===== src/sv/fee_pkg.sv =====
// Shared types and constants of the flash EEPROM emulator.
// No dependencies; every file but fee_if and fee_ram imports this package.
`default_nettype none
package fee_pkg;

  typedef enum logic [2:0] {
    OP_RD8   = 3'd0,
    OP_RD16  = 3'd1,
    OP_RDBIT = 3'd2,
    OP_WR8   = 3'd3,
    OP_WR16  = 3'd4,
    OP_WRBIT = 3'd5,
    OP_START = 3'd6,
    OP_RECW  = 3'd7
  } op_e;

  typedef enum logic [1:0] {
    KIND_READ = 2'd0,
    KIND_PROG = 2'd1,
    KIND_DONE = 2'd2
  } kind_e;

  localparam logic [15:0] HDR_TAG    = 16'hBEE7;
  localparam logic [31:0] BASE_RESET = 32'h0800_F800;
  localparam logic [16:0] SEQ_NONE   = 17'h1_FFFF;

  // Decoded command handed from the front end to the back end
  typedef struct packed {
    op_e         op;
    logic [7:0]  addr;       // raw address field
    logic [7:0]  byte_addr;  // byte touched by byte and bit ops
    logic [15:0] wdata;
    logic [2:0]  slot;
    logic [31:0] fdata;
    logic        fin;
    logic        skip;       // out of range: fixed answer or ignored word
  } cmd_t;

endpackage
`default_nettype wire


===== src/sv/fee_queue.sv =====
// Two-entry command queue between front end and back end.
// Depends on fee_pkg.
`default_nettype none
module fee_queue (
  input  wire logic           clk_i,
  input  wire logic           rst_ni,
  input  wire logic           push_i,
  input  fee_pkg::cmd_t       push_cmd_i,
  output logic                full_o,
  input  wire logic           pop_i,
  output logic                vld_o,
  output fee_pkg::cmd_t       head_o
);
  import fee_pkg::*;

  cmd_t       ent_q [2];
  logic       wp_q, rp_q;
  logic [1:0] cnt_q;

  assign full_o = cnt_q == 2'd2;
  assign vld_o  = cnt_q != 2'd0;
  assign head_o = ent_q[rp_q];

  always_ff @(posedge clk_i) begin
    if (push_i) begin
      ent_q[wp_q] <= push_cmd_i;
    end
  end

  always_ff @(posedge clk_i or negedge rst_ni) begin
    if (!rst_ni) begin
      wp_q  <= 1'b0;
      rp_q  <= 1'b0;
      cnt_q <= 2'd0;
    end else begin
      if (push_i) wp_q <= ~wp_q;
      if (pop_i)  rp_q <= ~rp_q;
      cnt_q <= cnt_q + {1'b0, push_i} - {1'b0, pop_i};
    end
  end
endmodule
`default_nettype wire


===== config.mk =====
export PLATFORM = sky130hd
export DESIGN_NAME = fee_queue
export DESIGN_NICKNAME = d
export VERILOG_FILES = /design/src/sv/fee_pkg.sv /design/src/sv/fee_queue.sv
export SDC_FILE = /design/constraint.sdc
export NUM_CORES = 1
export LEC_CHECK = 0
export CAP_MARGIN = 40
export CORE_MARGIN = 5
export CORE_UTILIZATION = 23
export DETAILED_ROUTE_END_ITERATION = 6
export DONT_BUFFER_PORTS = 1
export MAX_ROUTING_LAYER = met4
export PLACE_DENSITY_LB_ADDON = 0.05
export SYNTH_ARGS = -nofsm -noshare
export SYNTH_HDL_FRONTEND = slang
export SYNTH_SLANG_ARGS = --single-unit

===== constraint.sdc =====
create_clock -name clk_i -period 12.5 [get_ports clk_i]
set_clock_uncertainty 0.05 [all_clocks]
set_input_delay 2.5 -clock clk_i [delete_from_list [all_inputs] [get_ports clk_i]]
set_output_delay 2.5 -clock clk_i [all_outputs]
set_load 0.02 [all_outputs]

==> results.py <==
metrics = {
    "cells_and_area": {
        "fin_cells": 592,
        "n_antenna_cell": 0,
        "seq_area_um2": 4430,
        "nNetsFinal": 333,
        "n_fill_cell": 2429,
        "multi_input_area_um2": 1170,
        "drive_gt1_share_pct": 41.8,
        "design_area_um2": 6660,
        "synthToLayoutAreaGrowth_pct": 15.9,
        "layout.cells.most_common": "edfxtp_1",
        "final_cell_mix": "edfxtp_1, mux2_4, clkbuf_16",
        "final_util_pct": 27.2,
    },
    "global_routing": {
        "grt_pass1_wl_um": 16400,
        "grt_max_degree": 44,
        "grt_pass1_vias": 2393,
        "grt_overflow": 0,
        "antenna_found_initial": 0,
        "grtUsageTotal_pct": 8.31,
    },
    "worst_setup_path": {
        "critPathArrivalTime_ns": 2.42,
        "ff2ff_path_depth": 3,
        "r2r_start": "wp_q",
        "cp.required_ns": 9.95,
        "cp-start-kind": "flop",
        "crit_start": "rp_q",
        "crit_path_end_kind": "output port",
        "cp_max_fo": 31,
        "critical_path_class": "reg2out",
    },
    "hold_path": {
        "holdPathStages": 1,
        "min-delay-start": "wp_q",
        "worstHoldPathType": "reg2reg",
    },
    "timing": {
        "period_share_pct": 39.8,
        "slew_headroom_pct": 56.6,
        "setup_tns_ns": 0,
        "fmax_ghz": 0.201,
        "setup_viol": 0,
        "final_hold_viol_count": 0,
        "rsz0062_at_grt": "no",
        "slew_viol_final": 0,
        "tightestPinTransition_ns": 0.651,
        "fin_crit_ns": 4.97,
    },
    "clocking": {
        "clkTransAtPathRegs_ns": 0.06,
        "worstSkewPairLatency_ns": 0.41,
        "cts_hold_buf": 0,
        "cts_max_level": 4,
        "clock_path_buffers": 2,
        "root_buffer": "clkbuf_16",
        "numCtsBuffers": 17,
        "post_cts_buffers": 0,
        "clock_sinks": 148,
        "cts_tree": "yes",
        "cts_resized": 0,
    },
    "placement": {
        "portBuffers": 0,
        "dpl.hpwl_um": 7420,
        "dpl_cell_area_um2": 6080,
        "gp_congestion": 0.617,
        "dp.cells": 560,
    },
    "detailed_routing": {
        "drc": 0,
        "routed_via_density": 3.78,
        "totalWireLength_um": 11500,
        "dr.first_iter.drc_count": 120,
        "ant_nets": 0,
        "avgRoutedWirePerCell_um": 19.4,
        "drtPass1Iterations": 4,
        "vias": 2235,
    },
    "synth": {
        "synthCells": 239,
        "netlist_area_um2": 5740,
        "syn_area_per_cell_um2": 24.0,
        "synth_nets": 317,
        "synth_cell_types": 13,
        "ys_seq_elements": 148,
        "ys_seq_area_share_pct": 77.0,
        "yosysWarnings": 0,
    },
    "floorplanning": {
        "start_util_pct": 23.5,
        "dieHeight_um": 168,
        "die_w_um": 168,
        "dieArea_um2": 28200,
        "core_area_um2": 24500,
        "ios": 150,
        "rows": 57,
    },
    "outcome": {
        "status": "finished clean",
    },
    "flow_run": {
        "max_cap_violations": 0,
    },
    "pwr": {
        "leakage_uw": 0.00235,
        "ir_drop_v": 0.0000922,
        "power.density_nw_per_um2": 255,
    },
}
[where the power goes]
group | internal, µW | leakage, µW | switching, µW | total (µW)
logic | 202 | 0.000681 | 288 | 490
registers | 660 | 0.00140 | 49.9 | 710
clock network | 289 | 0.000272 | 210 | 499
[through the flow]
stage | total power [µW] | hold slack [ns] | worst slack, ns
after floorplan | 1170 | 0.405 | 6.28
after global placement | 1220 | 0.484 | 7.74
after detailed placement | 1240 | 0.487 | 7.90
after CTS | 1750 | 0.504 | 7.43
after global routing | 1790 | 0.540 | 7.38
final | 1700 | 0.499 | 7.53
[layer usage]
metal	vias up	global-route usage (%)	wire, µm	share of wire [%]
met2	93	13.0	5770	50
met4	0	3.07	131	1.1
met5	-	-	0	0
met1	1152	8.10	4070	36
met3	9	5.81	1500	13
li1	981	-	-	-
[critical path, stage by stage, from the launching register on]
cell     delay (ns)
dfrtp_4        0.80
buf_4          0.41
buf_16         0.29
mux2_2         0.44
[final timing paths]
kind | to | slack (ns)
worst max register to register | ent_q[0][63] | 10.50
worst max-delay path | head_o[1] | 7.53
worst min-delay path | wp_q | 0.50
min in group asynchronous | cnt_q[0] | 1.73
max in group asynchronous | rp_q | 10.59
worst min register to register | wp_q | 0.50
[cells by family (layout without fill, tap and decap cells)]
family | count (synthesis) | after routing | share of synthesized area [%]
DFF | 148 | 148 | 77.0
buffers and inverters | 10 | 39 | 2.77
xor gates and xnor gates | 3 | 3 | 0.719
and+or+nand+nor | 4 | 4 | 0.436
adders and majority gates | 2 | 2 | 0.436
muxes | 72 | 72 | 18.6
[final cells by class]
cell class	instances	share of cell area (%)
clock buffers	20	6.86
clock inverters	12	1.80
inverters	2	0.113
multi-input cells	81	17.6
flip-flops and latches	148	66.5
well taps	324	6.09
repair buffers	5	1.05
[registers in the layout, summed over array words and instances (netlist names)]
register,cells
cnt_q,2
rp_q,1
wp_q,1
ent_q,144
[Yosys cell counts]
cell | number | share of area, %
buf_6 | 1 | 0.20
xor2_1 | 2 | 0.31
mux2_2 | 3 | 0.59
buf_12 | 7 | 2.4
ha_1 | 2 | 0.44
nor2b_1 | 2 | 0.22
mux2_4 | 69 | 18
and2_1 | 1 | 0.11
inv_1 | 2 | 0.13
dfrtp_1 | 4 | 1.7
edfxtp_1 | 144 | 75
xor3_1 | 1 | 0.41
or2_2 | 1 | 0.11
No activity file was read; power rests on OpenSTA's default activity.
