===== src/sv/fee_pkg.sv =====
// Shared types and constants of the flash EEPROM emulator.
// No dependencies; every file but fee_if and fee_ram imports this package.
`default_nettype none
package fee_pkg;

  typedef enum logic [2:0] {
    OP_RD8   = 3'd0,
    OP_RD16  = 3'd1,
    OP_RDBIT = 3'd2,
    OP_WR8   = 3'd3,
    OP_WR16  = 3'd4,
    OP_WRBIT = 3'd5,
    OP_START = 3'd6,
    OP_RECW  = 3'd7
  } op_e;

  typedef enum logic [1:0] {
    KIND_READ = 2'd0,
    KIND_PROG = 2'd1,
    KIND_DONE = 2'd2
  } kind_e;

  localparam logic [15:0] HDR_TAG    = 16'hBEE7;
  localparam logic [31:0] BASE_RESET = 32'h0800_F800;
  localparam logic [16:0] SEQ_NONE   = 17'h1_FFFF;

  // Decoded command handed from the front end to the back end
  typedef struct packed {
    op_e         op;
    logic [7:0]  addr;       // raw address field
    logic [7:0]  byte_addr;  // byte touched by byte and bit ops
    logic [15:0] wdata;
    logic [2:0]  slot;
    logic [31:0] fdata;
    logic        fin;
    logic        skip;       // out of range: fixed answer or ignored word
  } cmd_t;

endpackage
`default_nettype wire


===== src/sv/fee_if.sv =====
// Valid/ready channel interfaces of the flash EEPROM emulator.
// No dependencies.
`default_nettype none
interface fee_in_if;
  logic        valid;
  logic        ready;
  logic [2:0]  op;
  logic [7:0]  addr;
  logic [15:0] wdata;
  logic [2:0]  slot;
  logic [31:0] flash_data;
  logic        final_req;

  modport source (output valid, op, addr, wdata, slot, flash_data, final_req, input ready);
  modport sink   (input valid, op, addr, wdata, slot, flash_data, final_req, output ready);
endinterface

`default_nettype wire


===== src/sv/fee_front.sv =====
// Front end: accepts input words, range-checks and decodes them into commands.
// Depends on fee_pkg and fee_in_if.
`default_nettype none
module fee_front #(
  parameter int DATA_BYTES    = 240,
  parameter int SLOT_TOTAL    = 8,
  parameter int BOOL_LAST_BIT = 100
) (
  fee_in_if.sink         in_i,
  input  wire logic      q_full_i,
  output logic           q_push_o,
  output fee_pkg::cmd_t  q_cmd_o
);
  import fee_pkg::*;

  localparam int CloseIdx = 1 + (DATA_BYTES + 3) / 4;

  op_e  op;
  logic bit_ok;
  logic skip;
  logic is_write;

  assign in_i.ready = !q_full_i;
  assign op         = op_e'(in_i.op);
  assign bit_ok     = (32'(in_i.addr) <= 32'(BOOL_LAST_BIT)) &&
                      (32'(in_i.addr[7:3]) < 32'(DATA_BYTES));

  always_comb begin
    is_write = 1'b0;
    unique case (op)
      OP_RD8:   skip = 32'(in_i.addr) >= 32'(DATA_BYTES);
      OP_RD16:  skip = 32'(in_i.addr) + 32'd2 > 32'(DATA_BYTES);
      OP_RDBIT: skip = !bit_ok;
      OP_WR8: begin
        skip     = 32'(in_i.addr) >= 32'(DATA_BYTES);
        is_write = 1'b1;
      end
      OP_WR16: begin
        skip     = 32'(in_i.addr) + 32'd2 > 32'(DATA_BYTES);
        is_write = 1'b1;
      end
      OP_WRBIT: begin
        skip     = !bit_ok;
        is_write = 1'b1;
      end
      OP_START: skip = 1'b0;
      OP_RECW:  skip = (32'(in_i.slot) >= 32'(SLOT_TOTAL)) ||
                       (32'(in_i.addr) > 32'(CloseIdx));
      default:  skip = 1'b1;
    endcase
  end

  // Drop out-of-range writes here: they cause nothing downstream
  assign q_push_o = in_i.valid && in_i.ready && !(is_write && skip);

  always_comb begin
    q_cmd_o.op        = op;
    q_cmd_o.addr      = in_i.addr;
    q_cmd_o.byte_addr = (op == OP_RDBIT || op == OP_WRBIT) ? {3'b000, in_i.addr[7:3]}
                                                           : in_i.addr;
    q_cmd_o.wdata     = in_i.wdata;
    q_cmd_o.slot      = in_i.slot;
    q_cmd_o.fdata     = in_i.flash_data;
    q_cmd_o.fin       = in_i.final_req;
    q_cmd_o.skip      = skip;
  end
endmodule
`default_nettype wire


===== src/flat_wrapper.sv =====
// flat-port wrapper written by rule: the top's interface ports become plain ports
module fee_front_flat import fee_pkg::*;
#(
  parameter int DATA_BYTES    = 240,
  parameter int SLOT_TOTAL    = 8,
  parameter int BOOL_LAST_BIT = 100
)
  (q_full_i, q_push_o, q_cmd_o, in_i_valid, in_i_op, in_i_addr, in_i_wdata, in_i_slot, in_i_flash_data, in_i_final_req, in_i_ready);
  fee_in_if in_i_i ();
  input  wire logic q_full_i;
  output logic q_push_o;
  output fee_pkg::cmd_t q_cmd_o;
  input wire logic [$bits(in_i_i.valid)-1:0] in_i_valid;
  input wire logic [$bits(in_i_i.op)-1:0] in_i_op;
  input wire logic [$bits(in_i_i.addr)-1:0] in_i_addr;
  input wire logic [$bits(in_i_i.wdata)-1:0] in_i_wdata;
  input wire logic [$bits(in_i_i.slot)-1:0] in_i_slot;
  input wire logic [$bits(in_i_i.flash_data)-1:0] in_i_flash_data;
  input wire logic [$bits(in_i_i.final_req)-1:0] in_i_final_req;
  output wire logic [$bits(in_i_i.ready)-1:0] in_i_ready;
  assign in_i_i.valid = in_i_valid;
  assign in_i_i.op = in_i_op;
  assign in_i_i.addr = in_i_addr;
  assign in_i_i.wdata = in_i_wdata;
  assign in_i_i.slot = in_i_slot;
  assign in_i_i.flash_data = in_i_flash_data;
  assign in_i_i.final_req = in_i_final_req;
  assign in_i_ready = in_i_i.ready;
  fee_front #(.DATA_BYTES(DATA_BYTES), .SLOT_TOTAL(SLOT_TOTAL), .BOOL_LAST_BIT(BOOL_LAST_BIT)) u_core (.in_i(in_i_i), .q_full_i(q_full_i), .q_push_o(q_push_o), .q_cmd_o(q_cmd_o));
endmodule

===== config.mk =====
export PLATFORM = sky130hd
export DESIGN_NAME = fee_front_flat
export DESIGN_NICKNAME = d
export VERILOG_FILES = /design/src/sv/fee_pkg.sv /design/src/sv/fee_if.sv /design/src/sv/fee_front.sv /design/src/flat_wrapper.sv
export SDC_FILE = /design/constraint.sdc
export NUM_CORES = 1
export LEC_CHECK = 0
export BUFFER_PORTS_ARGS = -buffer_cell sky130_fd_sc_hd__buf_2
export CELL_PAD_IN_SITES_DETAIL_PLACEMENT = 2
export CELL_PAD_IN_SITES_GLOBAL_PLACEMENT = 2
export CORE_ASPECT_RATIO = 1.4
export CORE_MARGIN = 1
export CORE_UTILIZATION = 11
export DETAILED_ROUTE_END_ITERATION = 10
export GPL_TIMING_DRIVEN = 0
export PLACE_DENSITY = 0.94
export SLEW_MARGIN = 30
export SYNTH_ARGS = -nofsm -noshare
export SYNTH_HDL_FRONTEND = slang
export SYNTH_SLANG_ARGS = --single-unit

===== constraint.sdc =====
create_clock -name vclk -period 2.3
set_input_delay 0.46 -clock vclk [all_inputs]
set_output_delay 0.46 -clock vclk [all_outputs]
set_load 0.02 [all_outputs]

==> results of run 1 <==
==> how the worst max path moves through the flow <==
stage                          start    endpoint
after floorplan           in_i_op[0]  q_cmd_o[0]
after global placement    in_i_op[2]  q_cmd_o[0]
after detailed placement  in_i_op[2]  q_cmd_o[0]
after CTS                 in_i_op[0]  q_cmd_o[0]
after global routing      in_i_op[2]    q_push_o
final                     in_i_op[2]    q_push_o
==> repair_timing <==
item / 4_1_cts / 5_1_grt
pin swaps: 5 / 5
gates resized for setup: 15 / 6
setup endpoints to repair: 2 / 2
setup buffers: 3 / 4
==> synthesized netlist by cell type <==
cell type	instances	area share
a211oi_2	1	0.015
a21boi_0	1	0.0092
a21oi_1	1	0.0061
a22oi_1	1	0.0092
a41oi_1	1	0.011
and2_2	4	0.037
buf_4	64	0.59
buf_6	3	0.041
inv_1	4	0.018
nand2_1	15	0.069
nand3_1	6	0.037
nor2_1	2	0.0092
nor3_1	1	0.0061
nor4_2	1	0.015
o211a_1	1	0.012
o21a_1	2	0.018
o21ai_0	3	0.018
o22ai_1	2	0.015
o31a_1	1	0.011
o32ai_2	1	0.020
or3_2	1	0.0092
or3b_1	1	0.011
xor2_1	1	0.011
==> layout by cell type, fill, tap and decap left out, types with 2 or more instances in the layout <==
cell type   n
buf_2      82
buf_4      71
nand2_1    14
nand3_1     6
inv_1       4
and2_2      4
buf_12      3
o21ai_0     2
o22ai_1     2
==> per-stage QoR <==
step / hold WS [ns] / cells / setup WS [ns] / power (mW)
after floorplan: 1.004 / 118 / 0.06570 / 0.2348
after global placement: 1.137 / 298 / -0.2306 / 0.3292
after detailed placement: 1.138 / 298 / -0.2798 / 0.3376
after CTS: 1.139 / 300 / -0.0006894 / 0.3543
after global routing: 1.140 / 303 / -0.01840 / 0.3818
final: 1.137 / 303 / 0.03136 / 0.3564
==> area by class of cell <==
class,instances,area (sq um)
Timing Repair Buffer,92,501.7
Buffer,65,513.0
Inverter,4,15.01
Fill cell,912,5589
Multi-Input combinational cell,47,334.1
Tap cell,95,118.9
==> kinds of logic after synthesis <==
family,count (synthesis),share of synthesized area
AOI/OAI and AO/OA,15,0.1459
buffers and inverters,71,0.6498
and+or+nand+nor,31,0.1935
xor gates and xnor gates,1,0.01075
==> where the power goes <==
part / switching (mW) / internal, mW / total [mW] / leakage, nW
clock: 0 / 0 / 0 / 0
combinational: 0.188 / 0.168 / 0.356 / 0.838
sequential: 0 / 0 / 0 / 0
==> per-layer routing <==
layer,up-vias,global-route usage
met5,-,0
met4,0,0
met1,475,0.06996
met3,0,0.01362
met2,112,0.1609
li1,500,-
==> flow_metrics.env, run 1 <==
export IMPL_cp_cell_sequence="buf_12 > or3b_4 > buf_4 > nor2_4 > nor4_4 > o31a_1 > buf_6"
export IMPL_power_density_nw_per_um2=240.4
export IMPL_post_route_util=0.2097
export IMPL_gp_congestion=0.7179
export IMPL_start_util=0.1152
export IMPL_critPathMaxStageDelay_ns=0.40
export IMPL_die_w_microns=74.73
export IMPL_syn_area_per_cell_sq_um=6.903
export IMPL_ant_nets=0
export IMPL_rsz0062_at_grt="yes"
export IMPL_routed_wirelength_microns=3309
export IMPL_cpMaxStageDelayCell="or3b_4"
export IMPL_grt_max_degree=11
export IMPL_slew_headroom=0.7054
export IMPL_fin_setup_tns_ns=0
export IMPL_dieArea_sq_um=7758
export IMPL_start_kind="input pin"
export IMPL_num_vias=1087
export IMPL_syn_to_final_growth_pct=82.03
export IMPL_p_leak_nw=0.8380
export IMPL_placedInstanceArea_sq_um=1359
export IMPL_port_buffers=85
export IMPL_synthCells=118
export IMPL_routed_wl_met2_microns=1726
export IMPL_clkbuf_count=0
export IMPL_vdd_drop_max_mv=0.06347
export IMPL_final_area_sq_um=1483
export IMPL_syn_area_sq_um=814.5
export IMPL_routed_top_layer="met3"
export IMPL_drc=0
export IMPL_core_area_sq_um=7072
export IMPL_antenna_found_initial=0
export IMPL_setup_viol=0
export IMPL_ys_types=23
export IMPL_grt_pass1_vias=1088
export IMPL_min_from="in_i_wdata[5]"
export IMPL_dr_pass1_iters=2
export IMPL_hold_violations=0
export IMPL_max_slew_worst_pin_slew_ns=0.4374
export IMPL_grt_pass1_wl_microns=4678
export IMPL_drive_above_1_share=0.8221
export IMPL_dr_first_iter_drc_count=20
export IMPL_fin_nets=275
export IMPL_crit_family="simple AND/OR/NAND/NOR gates"
export IMPL_cp_num_buf_inv=3
export IMPL_synth_warnings=0
export IMPL_wl_per_cell_microns=10.92
export IMPL_io_pins=139
export IMPL_synth_nets=183
export IMPL_period_share=0.9864
export IMPL_antennaDiodeCount=0
export IMPL_overflow=0
export IMPL_arrival_ns=1.81
export IMPL_slew_violations=0
export IMPL_path_depth=7
export IMPL_seq_cells=0
export IMPL_regArea_sq_um=0
export IMPL_fin_crit_ns=2.269
export IMPL_hold_end="q_cmd_o[42]"
export IMPL_via_per_inst=3.587
export IMPL_die_h_microns=103.8
export IMPL_path_max_fanout=8
export IMPL_cp_required_ns=1.84
export IMPL_whs_path_depth=2
export IMPL_wl_met1_microns=1073
export IMPL_cap_viol_max_count=0
export IMPL_hp_class="input pin to primary output"
export IMPL_critPathKind="input pin to primary output"
export IMPL_fmax_mhz=440.8
export IMPL_end_kind="primary output"
export IMPL_status="complete, no violations"
export IMPL_hpwl_microns=2892
export IMPL_hold_buffers=0
export IMPL_ys_seq_area_frac=0
export IMPL_rows=36
export IMPL_met3_wirelength_microns=509
export IMPL_gr_usage_all_layers=0.07422
No activity file was read; power rests on OpenSTA's default activity.
==> run 2, diff against run 1 <==
==> constraint.sdc (replaced) <==
create_clock -name vclk -period 2.3
set_input_delay 0.46 -clock vclk [all_inputs]
set_output_delay 0.46 -clock vclk [all_outputs]
set_load 0.01 [all_outputs]
==> flow_metrics.env, run 2 (synthesis gave the netlist of run 1 again) <==
export IMPL_vdd_drop_max_mv=0.05270
export IMPL_hp_class="input pin to primary output"
export IMPL_totalPowerFinal_uw=294.8
export IMPL_gp_congestion=0.7179
export IMPL_slew_violations=0
export IMPL_grt_max_degree=11
export IMPL_hold_buffers=0
export IMPL_period_share=0.9801
export IMPL_placedInstanceArea_sq_um=1359
export IMPL_wl_per_cell_microns=10.90
export IMPL_die_h_microns=103.8
export IMPL_power_density_nw_per_um2=200.7
export IMPL_grt_pass1_vias=1088
export IMPL_rows=36
export IMPL_rsz0062_at_grt="yes"
export IMPL_clkbuf_count=0
export IMPL_max_slew_worst_pin_slew_ns=0.4374
export IMPL_p_leak_nw=0.8344
export IMPL_drive_above_1_share=0.8221
export IMPL_core_area_sq_um=7072
export IMPL_start_kind="input pin"
export IMPL_fmax_mhz=443.6
export IMPL_dr_pass1_iters=2
export IMPL_syn_to_final_growth_pct=80.34
export IMPL_overflow=0
export IMPL_grt_pass1_wl_microns=4678
export IMPL_path_max_fanout=8
export IMPL_seq_cells=0
export IMPL_status="complete, no violations"
export IMPL_dr_first_iter_drc_count=19
export IMPL_start_util=0.1152
export IMPL_ant_nets=0
export IMPL_hold_end="q_cmd_o[42]"
export IMPL_holdWs_ns=1.103
export IMPL_num_vias=1085
export IMPL_hold_violations=0
export IMPL_layout_common_cells="84 x buf_2, 70 x buf_4, 14 x nand2_1"
export IMPL_drc=0
export IMPL_fin_setup_tns_ns=0
export IMPL_via_per_inst=3.581
export IMPL_hpwl_microns=2892
export IMPL_antenna_found_initial=0
export IMPL_setup_viol=0
export IMPL_regArea_sq_um=0
export IMPL_io_pins=139
export IMPL_fin_crit_ns=2.254
export IMPL_slew_headroom=0.7054
export IMPL_whs_path_depth=2
export IMPL_end_kind="primary output"
export IMPL_dieArea_sq_um=7758
export IMPL_routed_wirelength_microns=3304
export IMPL_final_area_sq_um=1469
export IMPL_arrival_ns=1.79
export IMPL_critPathKind="input pin to primary output"
export IMPL_gr_usage_all_layers=0.07422
export IMPL_fin_nets=275
export IMPL_port_buffers=85
export IMPL_die_w_microns=74.73
export IMPL_layout_commonest_cell="buf_2"
export IMPL_min_from="in_i_wdata[5]"
export IMPL_cap_viol_max_count=0
export IMPL_post_route_util=0.2077
export IMPL_antennaDiodeCount=0
export IMPL_cp_required_ns=1.84
-- run 2: cell type report --
class,instances,area [sq um]
multi-input cells,47,334.1
plain buffers,65,508.0
inverters,4,15.01
repair buffers,92,493.0
well taps,95,118.9
fillers,916,5603
-- run 2: worst max-delay path, cell delays in order --
cell and delay [ns]:
buf_12 0.11, or3b_4 0.40, buf_4 0.16, nor2_4 0.15, nor4_4 0.07, o31a_1 0.30
buf_2 0.14
-- run 2: layer usage --
| metal | vias up | track usage | wire length, microns |
|---|---|---|---|
| met5 | - | 0 | 0 |
| met4 | 0 | 0 | 0 |
| met3 | 0 | 0.01362 | 496 |
| met1 | 473 | 0.06996 | 1097 |
| met2 | 112 | 0.1609 | 1711 |
| li1 | 500 | - | - |
-- run 2: worst max path at each step --
stage          slack, ns         end       start  depth (start not counted)
2_1_floorplan       0.09  q_cmd_o[0]  in_i_op[0]                          8
3_3_place_gp       -0.20  q_cmd_o[0]  in_i_op[2]                          9
3_5_place_dp       -0.25  q_cmd_o[0]  in_i_op[2]                          9
4_1_cts             0.01  q_cmd_o[0]  in_i_op[2]                          8
5_1_grt           -0.004    q_push_o  in_i_op[1]                          7
6_report            0.05    q_push_o  in_i_op[2]                          7
-- run 2: power by group --
group          total [mW]  switching (mW)  internal, mW
combinational       0.295           0.131         0.164
clock                   0               0             0
sequential              0               0             0
-- run 2: timing repair --
| action | 4_1_cts | 5_1_grt |
|---|---|---|
| setup endpoints to repair | 2 | 2 |
| pin swaps | 5 | 5 |
| gates resized for setup | 11 | 6 |
| setup buffers | 3 | 4 |
-- run 2: through the flow --
step / instances / worst slack, ns
3_5_place_dp: 298 / -0.2466
6_report: 303 / 0.04569
2_1_floorplan: 118 / 0.08660
5_1_grt: 303 / -0.004198
4_1_cts: 300 / 0.01176
3_3_place_gp: 298 / -0.1974
==> run 3, diff against run 2 <==
- CORE_UTILIZATION: 11 -> 10
- PLACE_DENSITY: 0.94 -> 0.91
- clock period: 2.3 -> 1.81 ns (I/O delays scaled with it)
==> flow_metrics.env, run 3 (synthesis gave the netlist of run 1 again) <==
export IMPL_status="finished, violations left"
export IMPL_violations="negative setup slack"
export IMPL_max_slew_worst_pin_slew_ns=0.3790
export IMPL_start_kind="input pin"
export IMPL_post_route_util=0.2035
export IMPL_antenna_found_initial=0
export IMPL_crit_family="compound AO/OA/AOI/OAI gates"
export IMPL_critPathKind="input pin to primary output"
export IMPL_layout_common_cells="77 x buf_2, 69 x buf_4, 8 x nand2_1"
export IMPL_num_vias=1078
export IMPL_fin_nets=276
export IMPL_period_share=1.123
export IMPL_layout_commonest_cell="buf_2"
export IMPL_grt_pass1_wl_microns=5188
export IMPL_cpMaxStageDelayCell="or3b_4"
export IMPL_wl_per_cell_microns=11.13
export IMPL_ant_nets=0
export IMPL_routed_wirelength_microns=3439
export IMPL_gp_congestion=0.6853
export IMPL_antennaDiodeCount=0
export IMPL_setup_viol=10
export IMPL_hp_class="input pin to primary output"
export IMPL_start_util=0.1045
export IMPL_clkbuf_count=0
export IMPL_power_density_nw_per_um2=261.9
export IMPL_cp_startpoint="in_i_op[2]"
export IMPL_grt_pass1_vias=1142
export IMPL_port_buffers=85
export IMPL_cp_required_ns=1.45
export IMPL_gr_usage_all_layers=0.07517
export IMPL_hpwl_microns=2910
export IMPL_drive_above_1_share=0.8660
export IMPL_regArea_sq_um=0
export IMPL_dieArea_sq_um=8515
export IMPL_fin_crit_ns=2.033
export IMPL_dr_first_iter_drc_count=8
export IMPL_fmax_mhz=491.8
export IMPL_rsz0062_at_grt="yes"
export IMPL_core_area_sq_um=7797
export IMPL_min_from="in_i_wdata[10]"
export IMPL_rows=38
export IMPL_arrival_ns=1.67
export IMPL_overflow=0
export IMPL_layout_setup_ws_ns=-0.2233
export IMPL_cp_cell_sequence="buf_12 > or3b_4 > o21a_4 > o32ai_4 > nor4_4 > o31a_1 > buf_2"
export IMPL_p_leak_nw=0.8733
export IMPL_place_inst=303
export IMPL_end_kind="primary output"
export IMPL_cp_num_buf_inv=2
export IMPL_seq_cells=0
export IMPL_whs_path_depth=2
export IMPL_slew_headroom=0.7473
export IMPL_path_max_fanout=7
export IMPL_die_w_microns=78.28
export IMPL_drc=0
export IMPL_critPathMaxStageDelay_ns=0.40
export IMPL_die_h_microns=108.8
export IMPL_cap_viol_max_count=0
export IMPL_hold_violations=0
export IMPL_slew_violations=0
export IMPL_vdd_drop_max_mv=0.05686
export IMPL_grt_max_degree=11
export IMPL_via_per_inst=3.489
export IMPL_hold_end="q_cmd_o[47]"
export IMPL_finalNonFillerCells=309
export IMPL_syn_to_final_growth_pct=94.78
export IMPL_dr_pass1_iters=4
export IMPL_io_pins=139
[run 3: cell types whose count changed in the layout (fill, tap and decap cells not counted), moves of 2 or more]
cell     before  now
buf_6         0    7
nand2_2       1    7
o21ai_0       2    0
and2_2        4    1
nand2_1      14    8
o21ai_2       1    3
buf_2        84   77
and2_4        0    3
[run 3: worst max path at each step]
stage / slack, ns / to / cells after the start
floorplan: -0.16 / q_cmd_o[0] / 8
global placement: -0.41 / q_cmd_o[0] / 9
detailed placement: -0.43 / q_cmd_o[0] / 9
CTS: -0.30 / q_push_o / 8
global route: -0.28 / q_push_o / 7
finish: -0.22 / q_push_o / 7
[run 3: final cells by class]
type | count | area [sq um]
plain buffers | 65 | 508.0
fillers | 948 | 6211
inverters | 4 | 15.01
multi-input cells | 47 | 366.6
well taps | 100 | 125.1
repair buffers | 93 | 571.8
[run 3: metrics by stage]
stage / hold WS, ns / power [mW] / setup WS [ns] / TNS, ns / cell area, sq um
after floorplan: 0.7749 / 0.2274 / -0.1599 / -0.2931 / 837.1
after global placement: 0.9081 / 0.3508 / -0.4130 / -1.000 / 1388
after detailed placement: 0.9080 / 0.3604 / -0.4286 / -1.328 / 1388
after CTS: 0.9083 / 0.4100 / -0.3028 / -1.588 / 1530
after global routing: 0.9105 / 0.4516 / -0.2782 / -1.424 / 1587
final: 0.9076 / 0.4155 / -0.2233 / -1.022 / 1587
[run 3: what timing repair did]
action                                  4_1_cts  5_1_grt
hold buffers                                  0        0
setup buffers                                 4        4
pin swaps                                     9        8
endpoints found under the setup margin       10       10
cloned                                        1        0
resized for setup                            27       13
[run 3: routing by layer]
| metal | vias up | track usage | part of all wire |
|---|---|---|---|
| li1 | 501 | - | - |
| met2 | 110 | 0.1692 | 0.54 |
| met1 | 467 | 0.07150 | 0.33 |
| met3 | 0 | 0.01339 | 0.12 |
| met5 | - | 0 | 0 |
| met4 | 0 | 0 | 0 |
[run 3: power breakdown]
part	internal [mW]	switching, mW
Sequential	0	0
Clock	0	0
Combinational	0.239	0.177
Total	0.239	0.177
